[src/sec_horner.sv]
// One registered Horner step: acc_o = floor(acc_i * x_i / 2^SH) + coef_i.
`timescale 1ns / 1ps
`default_nettype none
module sec_horner #(
  parameter int AW = 43,
  parameter int XW = 13,
  parameter int CW = 40,
  parameter int SH = 13
) (
  input  wire logic                 clk_i,
  input  wire logic                 en_i,
  input  wire logic signed [AW-1:0] acc_i,
  input  wire logic [XW-1:0]        x_i,
  input  wire logic signed [CW-1:0] coef_i,
  output      logic signed [AW-1:0] acc_o
);

  logic signed [AW+XW:0] prod;
  logic signed [AW-1:0]  scaled;
  logic signed [AW-1:0]  acc_d;
  logic signed [AW-1:0]  acc_q;

  assign prod   = acc_i * $signed({1'b0, x_i});
  // arithmetic shift floors; the true value fits in AW bits
  assign scaled = AW'(prod >>> SH);
  assign acc_d  = scaled + AW'(coef_i);

  always_ff @(posedge clk_i) begin
    if (en_i) begin
      acc_q <= acc_d;
    end
  end

  assign acc_o = acc_q;

endmodule
`default_nettype wire
[config.mk]
export PLATFORM = sky130hd
export DESIGN_NAME = sec_horner
export DESIGN_NICKNAME = d
export VERILOG_FILES = /design/src/sec_horner.sv
export SDC_FILE = /design/constraint.sdc
export NUM_CORES = 1
export LEC_CHECK = 0
export BUFFER_PORTS_ARGS = -buffer_cell sky130_fd_sc_hd__buf_2
export CAP_MARGIN = 20
export CORE_UTILIZATION = 59
export CTS_BUF_LIST = sky130_fd_sc_hd__clkbuf_4 sky130_fd_sc_hd__clkbuf_8 sky130_fd_sc_hd__clkbuf_16
export DETAILED_ROUTE_END_ITERATION = 8
export PLACE_DENSITY_LB_ADDON = 0.15
export SYNTH_ARGS = -nofsm -noshare
export SYNTH_HDL_FRONTEND = slang
export SYNTH_SLANG_ARGS = --single-unit
[constraint.sdc]
create_clock -name clk_i -period 12.51 [get_ports clk_i]
set_input_delay 0.6255 -clock clk_i [delete_from_list [all_inputs] [get_ports clk_i]]
set_output_delay 0.6255 -clock clk_i [all_outputs]
set_load 0.1 [all_outputs]
==> results of run 1 <==
## metal layers
layer  wire length (µm)  global-route usage (%)  share of wire [%]
met5                  0                       0                  0
met4               1919                   9.624                3.5
met3               3323                   3.731                6.0
met2              27850                   55.57                 50
met1              22070                   39.42                 40
## cells by family (layout without fill, tap and decap cells)
kind of cell / Yosys count / in the layout / synth area share (%)
and+or+nand+nor: 754 / 754 / 17.09
adders and majority gates: 665 / 665 / 54.73
buffers and inverters: 630 / 673 / 10.82
AOI/OAI and AO/OA: 260 / 260 / 8.017
xor gates and xnor gates: 85 / 85 / 3.385
DFF: 43 / 43 / 5.872
muxes: 2 / 2 / 0.09104
## final timing paths
check | startpoint | to | slack [ns] | depth (start not counted)
min | coef_i[0] | acc_o[0] | 0.64 | 2
max | x_i[5] | acc_o[35] | 3.05 | 31
## cells in the final DEF (no fill, tap or decap), drive strengths merged, types with 4 or more instances in the layout
| cell | Yosys | layout |
|---|---|---|
| inv | 518 | 518 |
| fa | 495 | 495 |
| nand2 | 345 | 345 |
| and2 | 272 | 272 |
| ha | 170 | 170 |
| buf | 4 | 147 |
| a21oi | 75 | 75 |
| xnor2 | 55 | 55 |
| o21ai | 44 | 44 |
| edfxtp | 43 | 43 |
| a21o | 40 | 40 |
| nor2 | 36 | 36 |
| xor2 | 30 | 30 |
| nor3 | 24 | 24 |
| o21a | 17 | 17 |
| a211oi | 17 | 17 |
| nand3 | 16 | 16 |
| a31oi | 15 | 15 |
| nand4 | 11 | 11 |
| o211ai | 10 | 10 |
| and3 | 9 | 9 |
| nand2b | 8 | 8 |
| or3 | 8 | 8 |
| o21bai | 7 | 7 |
| nor2b | 6 | 6 |
| clkbuf | 108 | 5 |
| or2 | 5 | 5 |
| and4 | 4 | 4 |
## per-stage QoR
step	instances	area, µm²
finish	2950	23060
CTS	2950	23060
global placement	2942	22900
global route	2950	23060
floorplan	2439	21990
detailed placement	2942	22900
## layout make-up
type	instances	area share [%]
clock buffers	5	0.5425
multi-input cells	1766	79.43
flip-flops and latches	43	5.598
clock inverters	3	0.1899
well taps	468	2.539
inverters	518	8.430
repair buffers	147	3.266
==> metrics.sh, run 1 <==
SYNTH_AREA_UM2=21990
CRITPATHREQUIREDTIME_NS=12.55
SYNTH_TOP_FLOP_CELL='sky130_fd_sc_hd__edfxtp_1'
CRITICAL-PATH-TOP-CELL-BY-COUNT='sky130_fd_sc_hd__fa_1'
WHS_NS=0.6360
SYNTH_TOP_AREA_CELLS='sky130_fd_sc_hd__fa_1 45%, sky130_fd_sc_hd__ha_1 9.7%, sky130_fd_sc_hd__inv_1 8.8%, sky130_fd_sc_hd__and2_1 7.7%, sky130_fd_sc_hd__nand2_1 5.9%'
SYN_INST=2439
NUMBER_OF_GLOBAL_ROUTE_VIAS_BEFORE_REPAIR=18456
CTS_SETUP_BUFFERS=0
WORSTPATHBUFFERINVERTERCOUNT=5
FMAXACHIEVABLE_GHz=0.1057
CRIT_PATH_START_KIND='primary input'
CRITICAL_PATH_S_TOP_DELAY_FAMILY='adder cells'
LAYOUT_WORST_PATH_CYCLE_SHARE_PCT=75.65
LAYOUT-AREA-OVERHEAD-VS-SYNTH_PCT=4.882
CLKSINKCOUNT=43
CRITICAL-PATH-SLOWEST-CELL='sky130_fd_sc_hd__buf_2'
DIE_W_UM=195.1
BUFFER_PORTS.INSERTED=140
WORSTSETUPENDPOINTTYPE='register'
NFILLCELLS=3157
POST-ROUTE-DRC-COUNT=0
SYNTH.YOSYS.SEQ_AREA_SHARE_PCT=5.872
FLOORPLAN.IO_PINS=141
GRT_ANTENNA_BEFORE_REPAIR=0
DIE-HEIGHT_UM=195.1
OUTCOME='completed'
TIMING_WORST_SETUP_PATH_TYPE='in -> reg'
DRTANTENNAVIOLNETS=0
SYNTH_EDF_COUNT=43
FIRSTDRTPASSITERS=5
NUMBER_OF_LEVELS_IN_THE_CLOCK_H_TREE=2
SYNTHTOPCELLSBYCOUNT='518 x sky130_fd_sc_hd__inv_1, 495 x sky130_fd_sc_hd__fa_1, 345 x sky130_fd_sc_hd__nand2_1, 271 x sky130_fd_sc_hd__and2_1, 170 x sky130_fd_sc_hd__ha_1'
TIMING_HOLD_VIOLATIONS_FINAL=0
UNIQUE_CELL_TYPE_COUNT_IN_THE_YOSYS_NETLIST=72
CTSRESIZECOUNT=0
TIGHTEST_SLEW_NS=1.019
PLACEMENTROWS=70
DETAILEDROUTE.FIRSTITERATIONVIOLATIONS=1107
GRT_PASS1_WL_UM=93310
FINAL_NETS=3244
SLEW-LIMIT-HEADROOM_PCT=32.04
START_UTIL_PCT=60.07
CTS_TREE='done'
SYNTHESIS.NETS=3202
SYNTH_TOP_CELL_BY_AREA='sky130_fd_sc_hd__fa_1'
ROUTED_VIA_COUNT=16769
CLOCK_PATH_BUFFERS=2
ROOT_BUFFER='sky130_fd_sc_hd__clkbuf_16'
SYN-MEAN-INSTANCE-AREA_UM2=9.016
PLACE_CONGESTION=0.9164
DRV_SLEW=0
CP_SLOWEST_STAGE_DELAY_NS=0.73
CRIT_PATH_MAX_FANOUT=43
HPWLAFTERDP_UM=44410
REGAREA_UM2=1291
SETUP_REPAIR_AFTER_GLOBAL_ROUTING_MISSED_ITS_MARGIN='false'
SETUP_TNS_NS=0
MULTI_INPUT_COMB_AREA_UM2=18320
MAX_CAP_VIOLATIONS=0
FINALWORSTSETUPSLACK_NS=3.047
LARGEST_REG_FLOPS=43
WORSTPATHARRIVAL_NS=9.51
SHARE_OF_THE_CORE_FILLED_WITH_CELLS_IN_THE_FINAL_LAYOUT_PCT=63.00
FINAL_LAYOUT_SIZE_SUFFIX_GT1_SHARE_PCT=7.051
SYNTH_SEQ_CELLS=43
FINALSETUPVIOLATIONS=0
CLK_TRANSITION_REPORTED_PATHS_NS=0.06
YOSYS.CELL_COUNT.TOP_TYPE='sky130_fd_sc_hd__inv_1'
GRT_UTIL_ALL_LAYERS_PCT=31.10
ANTENNA_DIODES=0
ASYNCSETRESETFLOPFRACSYNTH_PCT=0
TRITONCTS.NUM_BUFFERS=5
YOSYSWARNINGCOUNT=0
CTS.HOLD.BUFFERS_ADDED=0
FINAL.MIN_CLOCK_PERIOD_NS=9.463
ROUTE.FINAL.WIRE_LENGTH_UM=55160
SYNTH_LARGEST_TYPE_AREA_FRACTION_PCT=45.06
WL_PER_CELL_UM=18.70
GRT_REMAINING_OVERFLOW=0
CORE-AREA_UM2=36610
WORST_HOLD_PATH_TYPE='in -> reg'
GRT_START_MAX_NET_PINS=44
DIEAREA_UM2=38050
DRT-VIAS-PER-INSTANCE=5.684
PRE_CTS_WS_NS=2.811
Power of run 1 is not shown: default switching activity piles up to over one toggle a cycle in this logic, so the estimate is an artifact.
==> inputs of run 2 (changes only) <==
- clock period: 12.51 -> 8.5 ns (I/O delays scaled with it)
==> run 2 against run 1 <==
Die area stayed put. Final cell count is 5.2% higher. Sequential share of layout area is 0.30 points lower. Via count is 3.1% higher. Worst hold slack worse by 0.21 ns. Clock-buffer cell count stayed put. First-iteration DRC count is 11% lower. Worst setup slack worse by 2.7 ns. Critical path depth is 2 higher. Sequential cell count stayed put.
==> metrics.sh, run 2 (synthesized netlist as in run 1, its figures left out) <==
WORST_SETUP_PATH_STARTPOINT='x_i[6]'
TIMING_WORST_SETUP_PATH_TYPE='in -> reg'
LAYOUT-AREA-OVERHEAD-VS-SYNTH_PCT=10.89
MOST-COMMON-LAYOUT-CELLS='518 x sky130_fd_sc_hd__inv_1, 495 x sky130_fd_sc_hd__fa_1, 345 x sky130_fd_sc_hd__nand2_1'
CRIT_PATH_START_KIND='primary input'
FINAL_NETS=3395
CTS.HOLD.BUFFERS_ADDED=0
TIMING.CRITICAL_PATH.TO='acc_o[39]'
TRITONCTS.NUM_BUFFERS=5
DRT-VIAS-PER-INSTANCE=5.575
ROUTED_VIA_COUNT=17294
CLOCK_PATH_BUFFERS=2
MAX_CAP_VIOLATIONS=0
MOSTFREQUENTLAYOUTCELL='sky130_fd_sc_hd__inv_1'
BUFFER_PORTS.INSERTED=140
START_UTIL_PCT=60.07
FIRSTDRTPASSITERS=5
CLKSINKCOUNT=43
FINALWORSTSETUPSLACK_NS=0.3062
OUTCOME='completed'
TIGHTEST_SLEW_NS=0.9929
POST-ROUTE-DRC-COUNT=0
CRITPATHREQUIREDTIME_NS=8.55
PLACED_CELL_AREA_UM2=24120
DRV_SLEW=0
GRT_UTIL_ALL_LAYERS_PCT=31.87
GRT_START_MAX_NET_PINS=44
CRIT_PATH_MAX_FANOUT=17
WORSTSETUPENDPOINTTYPE='register'
LARGEST_REG_FLOPS=43
GRT_REMAINING_OVERFLOW=0
WORST_HOLD_PATH_TYPE='in -> reg'
GRT_ANTENNA_BEFORE_REPAIR=1
WORSTPATHARRIVAL_NS=8.24
CORE-AREA_UM2=36610
LAYOUT_WORST_PATH_CYCLE_SHARE_PCT=96.40
DIE-HEIGHT_UM=195.1
NUMBER_OF_LEVELS_IN_THE_CLOCK_H_TREE=2
DIEAREA_UM2=38050
POST-ROUTE-CELL-AREA_UM2=24390
FINAL_LAYOUT_SIZE_SUFFIX_GT1_SHARE_PCT=12.84
SETUP_TNS_NS=0
DETAILEDROUTE.FIRSTITERATIONVIOLATIONS=990
ROUTED_MET2_LENGTH_UM=29370
CLK_TRANSITION_REPORTED_PATHS_NS=0.07
FLOORPLAN.IO_PINS=141
FINALSETUPVIOLATIONS=0
NUMBER_OF_GLOBAL_ROUTE_VIAS_BEFORE_REPAIR=19592
ROUTE.MET3.WL_UM=3423
SLEW-LIMIT-HEADROOM_PCT=33.81
WL_PER_CELL_UM=18.19
DRTANTENNAVIOLNETS=0
FMAXACHIEVABLE_GHz=0.1220
GRT_PASS1_WL_UM=96670
ROOT_BUFFER='sky130_fd_sc_hd__clkbuf_16'
ROUTE.TOP_LAYER_USED='met4'
CP_SLOWEST_STAGE_DELAY_NS=0.55
FINAL.MIN_CLOCK_PERIOD_NS=8.194
ROUTE.FINAL.WIRE_LENGTH_UM=56430
CRITICAL-PATH-SLOWEST-CELL='sky130_fd_sc_hd__fa_1'
HPWLAFTERDP_UM=47810
NFILLCELLS=3096
DIE_W_UM=195.1
ROUTE.LAYER.MET1.WL_UM=22010
PLACE_CONGESTION=0.9707
CTS_TREE='done'
PRE_CTS_WS_NS=-0.2389
PLACEMENTROWS=70
TIMING_HOLD_VIOLATIONS_FINAL=0
-- run 2: timing repair --
action	CTS	global route
buffers inserted	0	0
setup endpoints to repair	0	20
resized for setup	0	31
-- run 2: worst min-delay path by stage --
stage | start | endpoint | slack (ns) | cells past startpoint
floorplan | en_i | acc_o[0] | 0.54 | 0
global placement | coef_i[0] | acc_o[0] | 0.72 | 2
detailed placement | coef_i[0] | acc_o[0] | 0.73 | 2
CTS | coef_i[0] | acc_o[0] | 0.43 | 2
global route | coef_i[0] | acc_o[0] | 0.43 | 2
finish | coef_i[0] | acc_o[0] | 0.43 | 2
-- run 2: critical path: cells and delay by family --
family	cells	cell delay, ns
adder cells (fa/ha/maj)	8	3.53
buffers and inverters	7	0.93
AO/OA/AOI/OAI	15	2.64
AND/OR/NAND/NOR	2	0.51
XOR/XNOR	1	0.15
-- run 2: area by class of cell --
cell class	instances	area, µm²	share of cell area (%)
sequential	43	1291	5.295
clock inverter	3	43.79	0.1796
multi-input combinational	1766	18390	75.42
inverter	518	1944	7.973
antenna	1	2.502	0.01026
tap	468	585.6	2.401
clock buffer	5	125.1	0.5131
timing repair buffer	298	2001	8.204
-- run 2: through the flow --
step	hold WS, ns	instances	util (%)
floorplan	0.5375	2439	-
global placement	0.7221	3093	65.87
detailed placement	0.7294	3093	65.87
CTS	0.4262	3101	66.34
global route	0.4298	3102	66.61
finish	0.4283	3102	66.61
-- run 2: metal layers --
layer	global-route usage (%)	up-vias
met4	9.216	0
li1	-	7777
met2	58.29	617
met5	0	-
met1	39.64	8784
met3	3.592	116
Power of run 2 is left out for the same reason.
